File: src/design/i2cms_pkg.sv
// Shared types and constants for the I2C master status sequencer.
package i2cms_pkg;

   // Operation codes of the request beat.
   localparam logic OP_START = 1'b0;
   localparam logic OP_EVENT = 1'b1;

   // Controller status codes that the sequencer acts on.
   // Repeated start and arbitration lost are not listed; they fall to the error arm.
   localparam logic [7:0] ST_START_SENT   = 8'h08;
   localparam logic [7:0] ST_SLA_W_ACK    = 8'h18;
   localparam logic [7:0] ST_SLA_W_NACK   = 8'h20;
   localparam logic [7:0] ST_DATA_TX_ACK  = 8'h28;
   localparam logic [7:0] ST_DATA_TX_NACK = 8'h30;
   localparam logic [7:0] ST_SLA_R_ACK    = 8'h40;
   localparam logic [7:0] ST_SLA_R_NACK   = 8'h48;
   localparam logic [7:0] ST_DATA_RX_ACK  = 8'h50;
   localparam logic [7:0] ST_DATA_RX_NACK = 8'h58;

   // Control mask bits.
   localparam logic [3:0] CTL_ACK   = 4'b0001;
   localparam logic [3:0] CTL_STOP  = 4'b0010;
   localparam logic [3:0] CTL_START = 4'b0100;
   localparam logic [3:0] CTL_EN    = 4'b1000;
   localparam logic [3:0] CTL_SI    = 4'b1000;

   // Outcome codes.
   localparam logic [1:0] OUT_BUSY = 2'd0;
   localparam logic [1:0] OUT_DONE = 2'd1;
   localparam logic [1:0] OUT_ERR  = 2'd2;
   localparam logic [1:0] OUT_IDLE = 2'd3;

   typedef struct packed {
      logic       opcode;
      logic [7:0] address_byte;
      logic       direction;
      logic [7:0] length;
      logic [7:0] status_code;
      logic [7:0] rx_data;
      logic [7:0] tx_data;
   } req_type;

   typedef struct packed {
      logic       data_write_valid;
      logic [7:0] data_write_byte;
      logic       tx_consumed;
      logic [3:0] control_set;
      logic [3:0] control_clear;
      logic       rx_valid;
      logic [7:0] rx_byte;
      logic [1:0] outcome;
   } rsp_type;

endpackage

File: src/design/i2cms_core.sv
// Transfer state registers and the single-pass status decode.
module i2cms_core
   import i2cms_pkg::*;
(
   input  logic    clock,
   input  logic    reset,
   input  logic    accept,
   input  req_type req,
   output rsp_type rsp
);

   logic       active_ff, active_in;
   logic [7:0] remaining_ff, remaining_in;
   logic [7:0] addr_dir_ff, addr_dir_in;
   logic [7:0] rem_dec;

   assign rem_dec = (remaining_ff == 8'd0) ? 8'd0 : remaining_ff - 8'd1;

   always_comb begin
      rsp          = '0;
      rsp.outcome  = OUT_BUSY;
      active_in    = active_ff;
      remaining_in = remaining_ff;
      addr_dir_in  = addr_dir_ff;

      if (req.opcode == OP_START) begin
         addr_dir_in       = req.address_byte + {7'd0, req.direction};
         remaining_in      = req.length;
         active_in         = 1'b1;
         rsp.control_set   = CTL_EN | CTL_START;
         rsp.control_clear = CTL_SI;
      end else if (!active_ff) begin
         rsp.outcome = OUT_IDLE;
      end else begin
         unique case (req.status_code) inside
            ST_START_SENT: begin
               rsp.data_write_valid = 1'b1;
               rsp.data_write_byte  = addr_dir_ff;
               rsp.control_clear    = CTL_START | CTL_STOP | CTL_SI;
            end
            ST_SLA_W_ACK: begin
               if (remaining_ff != 8'd0) begin
                  remaining_in         = rem_dec;
                  rsp.data_write_valid = 1'b1;
                  rsp.data_write_byte  = req.tx_data;
                  rsp.tx_consumed      = 1'b1;
                  rsp.control_clear    = CTL_SI;
               end else begin
                  rsp.outcome = OUT_ERR;
               end
            end
            ST_SLA_W_NACK, ST_SLA_R_NACK: begin
               rsp.control_clear = CTL_START;
               rsp.outcome       = OUT_ERR;
            end
            ST_DATA_TX_ACK: begin
               if (remaining_ff != 8'd0) begin
                  remaining_in         = rem_dec;
                  rsp.data_write_valid = 1'b1;
                  rsp.data_write_byte  = req.tx_data;
                  rsp.tx_consumed      = 1'b1;
                  rsp.control_clear    = CTL_START | CTL_STOP | CTL_SI;
               end else begin
                  rsp.control_set   = CTL_STOP;
                  rsp.control_clear = CTL_START | CTL_SI;
                  rsp.outcome       = OUT_DONE;
               end
            end
            ST_DATA_TX_NACK: begin
               rsp.control_clear = CTL_START;
               rsp.control_set   = CTL_STOP;
               rsp.outcome       = OUT_ERR;
            end
            ST_SLA_R_ACK, ST_DATA_RX_ACK: begin
               // ACK the next byte only while more than the current one remains.
               remaining_in = rem_dec;
               if (rem_dec != 8'd0) begin
                  rsp.control_set   = CTL_ACK;
                  rsp.control_clear = CTL_START | CTL_STOP | CTL_SI;
               end else begin
                  rsp.control_clear = CTL_START | CTL_STOP | CTL_SI | CTL_ACK;
               end
               if (req.status_code == ST_DATA_RX_ACK) begin
                  rsp.rx_valid = 1'b1;
                  rsp.rx_byte  = req.rx_data;
               end
            end
            ST_DATA_RX_NACK: begin
               if (remaining_ff != 8'd0) begin
                  rsp.outcome = OUT_ERR;
               end else begin
                  rsp.rx_valid = 1'b1;
                  rsp.rx_byte  = req.rx_data;
                  rsp.outcome  = OUT_DONE;
               end
               rsp.control_clear = CTL_START | CTL_SI;
               rsp.control_set   = CTL_STOP;
            end
            default: begin
               rsp.outcome = OUT_ERR;
            end
         endcase
         if (rsp.outcome != OUT_BUSY) begin
            active_in = 1'b0;
         end
      end
   end

   always_ff @(posedge clock) begin
      if (reset) begin
         active_ff    <= 1'b0;
         remaining_ff <= 8'd0;
         addr_dir_ff  <= 8'd0;
      end else if (accept) begin
         active_ff    <= active_in;
         remaining_ff <= remaining_in;
         addr_dir_ff  <= addr_dir_in;
      end
   end

endmodule

File: src/design/i2cms_outbuf.sv
// Two-entry result buffer: an output register with a skid register behind it.
module i2cms_outbuf
   import i2cms_pkg::*;
(
   input  logic    clock,
   input  logic    reset,
   input  logic    push,
   input  rsp_type push_data,
   output logic    full,
   output logic    out_valid,
   output rsp_type out_data,
   input  logic    out_stall
);

   logic    head_valid_ff, head_valid_in;
   logic    skid_valid_ff, skid_valid_in;
   rsp_type head_ff, head_in;
   rsp_type skid_ff, skid_in;
   logic    pop;

   assign full      = skid_valid_ff;
   assign out_valid = head_valid_ff;
   assign out_data  = head_ff;
   assign pop       = head_valid_ff && !out_stall;

   always_comb begin
      head_valid_in = head_valid_ff;
      skid_valid_in = skid_valid_ff;
      head_in       = head_ff;
      skid_in       = skid_ff;
      if (!head_valid_ff || pop) begin
         // Head is free this cycle; the skid entry is older than a new beat.
         head_valid_in = skid_valid_ff || push;
         head_in       = skid_valid_ff ? skid_ff : push_data;
         skid_valid_in = 1'b0;
      end else if (push) begin
         skid_valid_in = 1'b1;
         skid_in       = push_data;
      end
   end

   always_ff @(posedge clock) begin
      if (reset) begin
         head_valid_ff <= 1'b0;
         skid_valid_ff <= 1'b0;
      end else begin
         head_valid_ff <= head_valid_in;
         skid_valid_ff <= skid_valid_in;
      end
      head_ff <= head_in;
      skid_ff <= skid_in;
   end

endmodule

File: src/design/i2c_master_status_sequencer_unit.sv
// Top level of the I2C master status sequencer: decode core and result buffer.
// Throughput: one request beat per cycle while the result buffer is not full; the status decode is combinational.
// The two-entry result buffer lets one more beat in while a result is stalled.
// Reset (synchronous, active high) clears the transfer state and empties the buffer.
module i2c_master_status_sequencer_unit
   import i2cms_pkg::*;
(
   input  logic       clock,
   input  logic       reset,

   input  logic       req_valid,
   output logic       req_stall,
   input  logic       req_opcode,
   input  logic [7:0] req_address_byte,
   input  logic       req_direction,
   input  logic [7:0] req_length,
   input  logic [7:0] req_status_code,
   input  logic [7:0] req_rx_data,
   input  logic [7:0] req_tx_data,

   output logic       rsp_valid,
   input  logic       rsp_stall,
   output logic       rsp_data_write_valid,
   output logic [7:0] rsp_data_write_byte,
   output logic       rsp_tx_consumed,
   output logic [3:0] rsp_control_set,
   output logic [3:0] rsp_control_clear,
   output logic       rsp_rx_valid,
   output logic [7:0] rsp_rx_byte,
   output logic [1:0] rsp_outcome
);

   // The request beat is gathered into one struct for the decode core.
   req_type req;
   rsp_type core_rsp;
   rsp_type buf_rsp;
   logic    accept;
   logic    buf_full;

   assign req.opcode       = req_opcode;
   assign req.address_byte = req_address_byte;
   assign req.direction    = req_direction;
   assign req.length       = req_length;
   assign req.status_code  = req_status_code;
   assign req.rx_data      = req_rx_data;
   assign req.tx_data      = req_tx_data;

   // Requests are held off only when both buffer entries are occupied, which keeps
   // the stall registered and independent of the downstream stall in this cycle.
   assign req_stall = buf_full;
   assign accept    = req_valid && !buf_full;

   // The core updates the transfer state and computes the result of an accepted beat
   // in the same cycle; the result is captured by the buffer at that edge.
   i2cms_core u_core (
      .clock (clock),
      .reset (reset),
      .accept(accept),
      .req   (req),
      .rsp   (core_rsp)
   );

   i2cms_outbuf u_outbuf (
      .clock    (clock),
      .reset    (reset),
      .push     (accept),
      .push_data(core_rsp),
      .full     (buf_full),
      .out_valid(rsp_valid),
      .out_data (buf_rsp),
      .out_stall(rsp_stall)
   );

   // Result beat fields straight from the buffer head register.
   assign rsp_data_write_valid = buf_rsp.data_write_valid;
   assign rsp_data_write_byte  = buf_rsp.data_write_byte;
   assign rsp_tx_consumed      = buf_rsp.tx_consumed;
   assign rsp_control_set      = buf_rsp.control_set;
   assign rsp_control_clear    = buf_rsp.control_clear;
   assign rsp_rx_valid         = buf_rsp.rx_valid;
   assign rsp_rx_byte          = buf_rsp.rx_byte;
   assign rsp_outcome          = buf_rsp.outcome;

endmodule

File: config.mk
export PLATFORM = sky130hd
export DESIGN_NAME = i2c_master_status_sequencer_unit
export DESIGN_NICKNAME = d
export VERILOG_FILES = /design/src/design/i2cms_pkg.sv /design/src/design/i2cms_core.sv /design/src/design/i2cms_outbuf.sv /design/src/design/i2c_master_status_sequencer_unit.sv
export SDC_FILE = /design/constraint.sdc
export NUM_CORES = 1
export LEC_CHECK = 0
export ABC_AREA = 1
export BUFFER_PORTS_ARGS = -buffer_cell sky130_fd_sc_hd__buf_2
export CAP_MARGIN = 10
export CORE_ASPECT_RATIO = 1.1
export CORE_MARGIN = 2
export CORE_UTILIZATION = 49
export DETAILED_ROUTE_END_ITERATION = 10
export HOLD_SLACK_MARGIN = 0.03
export PLACE_DENSITY_LB_ADDON = 0.05
export SETUP_SLACK_MARGIN = 0.1
export SKIP_LAST_GASP = 1
export SLEW_MARGIN = 20
export SYNTH_ARGS = -nofsm -noshare
export SYNTH_HDL_FRONTEND = slang
export SYNTH_SLANG_ARGS = --single-unit
export TNS_END_PERCENT = 20
File: constraint.sdc
create_clock -name clock -period 2.51 [get_ports clock]
set_input_delay 0.251 -clock clock [delete_from_list [all_inputs] [get_ports clock]]
set_output_delay 0.251 -clock clock [all_outputs]
set_load 0.1 [all_outputs]
---- Word level (Yosys, flattened, before mapping) ----
Cells that the tools add are included.
storage, ports and cells
  register bits after elaboration ......... 77
  latch bits .............................. 0
  memory bits (writable) .................. 0
  ROM bits ................................ 0
  output and inout bits ................... 31
  logic and storage cells ................. 90
  memories ................................ 0
operators by class
  $add $sub $neg .......................... 2
  $mul .................................... 0
  divide/modulo/power cells ............... 0
  order comparisons ....................... 0
  equality and inequality tests ........... 12
  shifts and indexed selects .............. 0
  muxes and demuxes ....................... 33
  bitwise operators ....................... 2
  reductions and logical operators ........ 20
operators with widths
  kind                                                   number
  2-to-1 mux 8 bit                                       5
  case mux 9 bit (2 select lines)                        2
  equality test 8 x 7 -> 1 bit, second input constant    4
  2-to-1 mux 29 bit                                      1
  2-to-1 mux 27 bit                                      1
  equality test 8 x 6 -> 1 bit, second input constant    3
  case mux 4 bit (6 select lines)                        1
  2-to-1 mux 10 bit                                      2
  2-to-1 mux 9 bit                                       2
  case mux 8 bit (2 select lines)                        1
  nonzero test 8 bit                                     2
  2-to-1 mux 2 bit                                       7
  2-to-1 mux 11 bit                                      1
  adder 8 x 1 -> 8 bit                                   1
  equality test 8 x 4 -> 1 bit, second input constant    1
  equality test 8 x 5 -> 1 bit, second input constant    1
  zero test 8 bit                                        1
  case mux 2 bit (4 select lines)                        1
  OR reduction 2 bit                                     4
  subtractor 8 x 1 -> 8 bit, second input constant       1
  2-to-1 mux 1 bit                                       7
  inequality test 3 x 2 -> 1 bit, second input constant  2
  case mux 2 bit (3 select lines)                        1
  OR reduction 3 bit                                     2
  other kinds (9)                                        15

---- Longest topological paths before layout ----
  depth after elaboration ................. 9
  gate-level depth with buffers ........... 12
  gate-level depth less buffers ........... 12

---- By module ----
From an unflattened synthesis, not the netlist that was laid out.
unflattened totals
  cell total of the unflattened synthesis .. 457
  area total of the unflattened synthesis .. 3897.5 um2
by module, submodules not included
  module                            instances  cells an instance  area each (um2)  sequential area each (um2)
  i2cms_outbuf                      1          163                2248.4           1781.7
  i2cms_core                        1          292                1639.1           340.3
  i2c_master_status_sequencer_unit  1          2                  10.0             0.0

---- Worst setup path before layout ----
Ideal clock, no wire load.
  path kind ............................... register to register
  start point ............................. register u_outbuf.head_valid_ff (netlist: u_outbuf.out_valid)
  end point ............................... register u_outbuf.skid_ff[0] (netlist bit), enable pin
  setup time .............................. 413 ps
  arrival time ............................ 3222 ps
  data required time ...................... 2097 ps
  setup slack ............................. -1125 ps
  stages on the path, launching flop included .. 3
  buffers on the path ..................... 0
  clock period less this slack ............ 3635 ps
  path through ............................ dfxtp_1 -> nand2_1 -> nor2_1
on the way
  longest elaborated chain between the ends .. 4
ends and longest elaborated chain
  element                                                      line                                    source
  start, declared                                              i2cms_outbuf.sv:15                      logic head_valid_ff, head_valid_in;
  start signal, assigned                                       i2cms_outbuf.sv:47                      head_valid_ff <= head_valid_in;
  zero test 1 bit / logical AND 1 bit (equally long branches)  i2cms_outbuf.sv:31, i2cms_outbuf.sv:24
  logical OR 1 bit *                                           i2cms_outbuf.sv:31                      if (!head_valid_ff || pop) begin
  inverter 1 bit (no line) *                                   n/a
  AND reduction 2 bit (no line) *                              n/a
  end signal, assigned                                         i2cms_outbuf.sv:51                      skid_ff <= skid_in;
  end, declared                                                i2cms_outbuf.sv:18                      rsp_type skid_ff, skid_in;
Mark *: on every way between the ends. The rest lies on a longest branch, timed or not.
A chain may end at the register's enable or synchronous reset.

---- Final worst setup path ----
  start point ............................. register u_core.remaining_ff[0]
  end point ............................... register u_core.remaining_ff[3]
on the way
  longest elaborated chain between the ends .. 6
ends and longest elaborated chain
  element                                                              line                                source
  start, declared                                                      i2cms_core.sv:13                    logic [7:0] remaining_ff, remaining_in;
  start signal, assigned                                               i2cms_core.sv:116                   remaining_ff <= remaining_in;
  subtractor 8 x 1 -> 8 bit / zero test 8 bit (equally long branches)  i2cms_core.sv:17                    assign rem_dec = (remaining_ff == 8'd0) ? 8'd0 : remaining_ff - 8'd1;
  2-to-1 mux 8 bit                                                     i2cms_core.sv:17
  2-to-1 mux 8 bit                                                     i2cms_core.sv:42, i2cms_core.sv:57
  case mux 8 bit (2 select lines)                                      i2cms_core.sv:35                    unique case (req.status_code) inside
  2-to-1 mux 8 bit                                                     i2cms_core.sv:32                    end else if (!active_ff) begin
  2-to-1 mux 8 bit                                                     i2cms_core.sv:26                    if (req.opcode == OP_START) begin
Several ways; a longest one is shown, not always the timed one. The select of a mux whose other input is x is not followed.

==> report_table.html <==
<table>
<tr><th>Metric</th><th>Value</th></tr>
<tr><th colspan="2">Status</th></tr>
<tr><td>Outcome</td><td>complete, no violations</td></tr>
<tr><th colspan="2">Timing</th></tr>
<tr><td>Tightest slew margin relative to the limit</td><td>60.03%</td></tr>
<tr><td>Slew at the pin closest to its max-slew limit</td><td>0.5988 ns</td></tr>
<tr><td>Skew final</td><td>0.009794 ns</td></tr>
<tr><td>FMAX</td><td>477.3 MHz</td></tr>
<tr><td>Final setup fails</td><td>0</td></tr>
<tr><td>Worst hold-check slack</td><td>0.1116 ns</td></tr>
<tr><td>Slew Viols, Final</td><td>0</td></tr>
<tr><td>Post-layout minimum cycle time</td><td>2.095 ns</td></tr>
<tr><td>Setup_tns</td><td>0 ns</td></tr>
<tr><td>Hold violation total from the final report</td><td>0</td></tr>
<tr><td>Unrepaired setup endpoints after global routing</td><td>no</td></tr>
<tr><td>Final critical-path share of the clock period</td><td>83.47%</td></tr>
<tr><th colspan="2">Finish</th></tr>
<tr><td>Area added between synthesis and finish</td><td>17.77%</td></tr>
<tr><td>ANT cells</td><td>0</td></tr>
<tr><td>Share of layout cells above drive strength 1</td><td>23.26%</td></tr>
<tr><td>Final-stage net count</td><td>560</td></tr>
<tr><th colspan="2">Pwr</th></tr>
<tr><td>Worst ir drop on vdd</td><td>0.2718 mV</td></tr>
<tr><td>Lkg Pwr</td><td>2.098 nW</td></tr>
<tr><td>Total power density per cell area</td><td>671.0 nW/µm²</td></tr>
<tr><th colspan="2">Logic synthesis</th></tr>
<tr><td>Top flip-flop cell by instance count after synthesis</td><td>sky130_fd_sc_hd__edfxtp_1</td></tr>
<tr><td>Yosys top cell area share</td><td>44.89%</td></tr>
<tr><td>Syn. warnings</td><td>0</td></tr>
<tr><td>Synthesized net count</td><td>481</td></tr>
<tr><td>Yosys top cell by area</td><td>sky130_fd_sc_hd__edfxtp_1</td></tr>
<tr><td>Fraction of the yosys area taken by sequential cells</td><td>55.04%</td></tr>
<tr><td>Async SR Flop Fraction</td><td>0%</td></tr>
<tr><td>Netlist cell types</td><td>37</td></tr>
<tr><td>Average size of a mapped cell</td><td>8.672 µm²</td></tr>
<tr><td>Top-count cell post-synth</td><td>sky130_fd_sc_hd__nand2_1</td></tr>
<tr><td>Synth area leaders</td><td>sky130_fd_sc_hd__edfxtp_1 45%, sky130_fd_sc_hd__nand2_1 13%, sky130_fd_sc_hd__dfxtp_1 10%</td></tr>
<tr><td>Number of synthesized flops with an enable pin</td><td>56</td></tr>
<tr><td>Top cells by count, synth</td><td>128 x sky130_fd_sc_hd__nand2_1, 56 x sky130_fd_sc_hd__edfxtp_1, 48 x sky130_fd_sc_hd__nor2_1, 46 x sky130_fd_sc_hd__inv_1, 31 x sky130_fd_sc_hd__o21ai_0</td></tr>
<tr><td>Area of the mapped netlist</td><td>3746 µm²</td></tr>
<tr><td>Total of flip-flops plus latches after synthesis</td><td>75</td></tr>
<tr><td>Post-Synthesis Cells</td><td>432</td></tr>
<tr><th colspan="2">CTS</th></tr>
<tr><td>Number of buffers inserted during clock tree synthesis</td><td>9</td></tr>
<tr><td>Cts repair resizes</td><td>0</td></tr>
<tr><td>Post-CTS clock slew at the launch and capture registers of the worst setup and hold paths</td><td>0.08 ns</td></tr>
<tr><td>CTS tree</td><td>built</td></tr>
<tr><td>Maximum root-to-sink buffer count</td><td>2</td></tr>
<tr><td>CTS Hold Buffers Added</td><td>0</td></tr>
<tr><td>Insertion delay to the later sink of the worst-skew pair</td><td>0.34 ns</td></tr>
<tr><td>Sink Count</td><td>75</td></tr>
<tr><td>Total number of H-tree levels</td><td>3</td></tr>
<tr><td>Post-CTS setup buffers</td><td>0</td></tr>
<tr><td>CTS Root Cell</td><td>sky130_fd_sc_hd__clkbuf_8</td></tr>
<tr><th colspan="2">Routing</th></tr>
<tr><td>Wire length per cell</td><td>12.62 µm</td></tr>
<tr><td>First DRT Iteration DRCs</td><td>106</td></tr>
<tr><td>Post-detailed-route via-to-cell ratio</td><td>5.022</td></tr>
<tr><td>Count of antenna-violating nets left after detailed routing</td><td>0</td></tr>
<tr><td>Via total after detailed routing</td><td>3,028</td></tr>
<tr><td>DRT Pass-1 Iters</td><td>5</td></tr>
<tr><td>Number of remaining DRC errors</td><td>0</td></tr>
<tr><td>Final wirelength</td><td>7.611 mm</td></tr>
<tr><th colspan="2">Setup path</th></tr>
<tr><td>Data required time at the worst endpoint</td><td>2.75 ns</td></tr>
<tr><td>Largest fanout on the critical path</td><td>16</td></tr>
<tr><td>Type of the worst setup path</td><td>register to register</td></tr>
<tr><td>Category of the worst setup path capture point</td><td>register</td></tr>
<tr><td>Worst Setup Start Kind</td><td>register</td></tr>
<tr><td>Arrival time reported for the critical path endpoint</td><td>2.34 ns</td></tr>
<tr><th colspan="2">GRT</th></tr>
<tr><td>Wire length of the first global-routing pass</td><td>12.66 mm</td></tr>
<tr><td>Pin count of the biggest net entering global routing</td><td>38</td></tr>
<tr><td>Overall Global Routing Usage</td><td>19.52%</td></tr>
<tr><td>Number of antenna violations at the first check in global routing</td><td>0</td></tr>
<tr><td>Global route total overflow</td><td>0</td></tr>
<tr><td>Number of global-route vias before repair</td><td>2,775</td></tr>
<tr><th colspan="2">Floorplanning</th></tr>
<tr><td>Total I/O pin count</td><td>77</td></tr>
<tr><td>Die span in y</td><td>95.71 µm</td></tr>
<tr><td>Die area</td><td>8361 µm²</td></tr>
<tr><td>Chip Width</td><td>87.37 µm</td></tr>
<tr><td>Core box area</td><td>7432 µm²</td></tr>
<tr><td>Starting utilization of the core area</td><td>50.40%</td></tr>
<tr><td>Site row count</td><td>33</td></tr>
<tr><th colspan="2">Placement</th></tr>
<tr><td>Hpwl dp</td><td>5.484 mm</td></tr>
<tr><td>Buffers on Ports</td><td>76</td></tr>
<tr><td>Final RePlAce weighted congestion</td><td>0.9474</td></tr>
<tr><th colspan="2">Job</th></tr>
<tr><td>Max-capacitance violation count</td><td>0</td></tr>
<tr><th colspan="2">Min path</th></tr>
<tr><td>Type of the tightest min-delay check</td><td>input pin to register</td></tr>
</table>
## power by group
part | internal (W) | leakage (nW) | switching (W)
clock network | 0.000562 | 0.103 | 0.000458
logic | 0.000123 | 1.26 | 0.000411
registers | 0.00138 | 0.732 | 0.0000239
## logic make-up after synthesis
kind of cell / Yosys count / share of synthesized area [%]
adders and majority gates: 3 / 1.002
DFF: 75 / 55.04
AOI/OAI and AO/OA: 67 / 10.05
buffers and inverters: 63 / 7.449
xor gates and xnor gates: 5 / 1.169
and+or+nand+nor: 219 / 25.28
## metal layers
layer / part of all wire [%] / global-route usage [%] / routed length (µm) / up-vias
li1: - / - / - / 1572
met1: 44 / 24.78 / 3329 / 1365
met2: 50 / 32.95 / 3802 / 80
met3: 4.8 / 3.431 / 366 / 11
met4: 1.5 / 8.077 / 112 / 0
met5: 0 / 0 / 0 / -
## through the flow
stage	power (W)	std cells	utilization, %	worst slack, ns	area (µm²)
floorplan	0.001857	432	-	0.3196	3757
global placement	0.001965	587	56.45	0.5525	4195
detailed placement	0.001972	587	56.45	0.4330	4195
CTS	0.002981	603	59.36	0.4094	4412
global route	0.003077	603	59.36	0.2156	4412
finish	0.002960	603	59.36	0.4150	4412
## registers in the layout (all words and copies together) (netlist names)
register,count
u_outbuf.full,1
u_outbuf.out_valid,1
u_outbuf.out_data,28
u_core.active_ff,1
u_core.remaining_ff,8
u_outbuf.skid_ff,28
u_core.addr_dir_ff,8
## layout make-up
| class | instances | area, µm² |
|---|---|---|
| tap | 87 | 108.9 |
| sequential | 75 | 2063 |
| timing repair buffer | 81 | 417.9 |
| clock inverter | 6 | 88.84 |
| fill | 673 | 3020 |
| clock buffer | 10 | 127.6 |
| multi-input combinational | 294 | 1415 |
| inverter | 50 | 190.2 |
## worst max-delay path, stage by stage, from the launching register on
cell and delay [ns]:
sky130_fd_sc_hd__dfxtp_1 0.35, sky130_fd_sc_hd__inv_1 0.14, sky130_fd_sc_hd__ha_1 0.27, sky130_fd_sc_hd__nand3_4 0.12
sky130_fd_sc_hd__nor2_8 0.18, sky130_fd_sc_hd__inv_4 0.09, sky130_fd_sc_hd__nand2_4 0.08, sky130_fd_sc_hd__nand2_4 0.09
sky130_fd_sc_hd__o21ai_4 0.40, sky130_fd_sc_hd__nand3_1 0.13, sky130_fd_sc_hd__nand2_1 0.09, sky130_fd_sc_hd__nor2_1 0.04
## worst paths after layout
check,to,slack (ns),cells after the start,startpoint
min,u_outbuf.out_valid,0.11,2,reset
max,u_core.remaining_ff[3],0.41,11,u_core.remaining_ff[0]
min reg2reg,u_core.addr_dir_ff[1],0.47,2,u_core.addr_dir_ff[1]
max reg2reg,u_core.remaining_ff[3],0.41,11,u_core.remaining_ff[0]
## cell usage in the layout, fill, tap and decap left out, types with 2 or more instances in the layout
master and instances:
sky130_fd_sc_hd__inv_2 2, sky130_fd_sc_hd__o21ai_0 31, sky130_fd_sc_hd__bufinv_16 2, sky130_fd_sc_hd__clkinvlp_4 2, sky130_fd_sc_hd__nor2_1 47, sky130_fd_sc_hd__nor3_1 2
sky130_fd_sc_hd__nand2_1 127, sky130_fd_sc_hd__buf_2 76, sky130_fd_sc_hd__a21oi_1 23, sky130_fd_sc_hd__ha_1 3, sky130_fd_sc_hd__clkbuf_8 9, sky130_fd_sc_hd__nand2_2 3
sky130_fd_sc_hd__nand3_1 23, sky130_fd_sc_hd__xnor2_1 2, sky130_fd_sc_hd__nand2_4 3, sky130_fd_sc_hd__dfxtp_1 18, sky130_fd_sc_hd__xor2_1 3, sky130_fd_sc_hd__nor2_4 2
sky130_fd_sc_hd__a21oi_2 3, sky130_fd_sc_hd__edfxtp_1 56, sky130_fd_sc_hd__nor2_2 3, sky130_fd_sc_hd__a31oi_1 4, sky130_fd_sc_hd__nand4_1 4, sky130_fd_sc_hd__buf_4 5
sky130_fd_sc_hd__inv_1 46, sky130_fd_sc_hd__o31ai_1 2
Note: power is estimated with default switching activity, not from simulation.
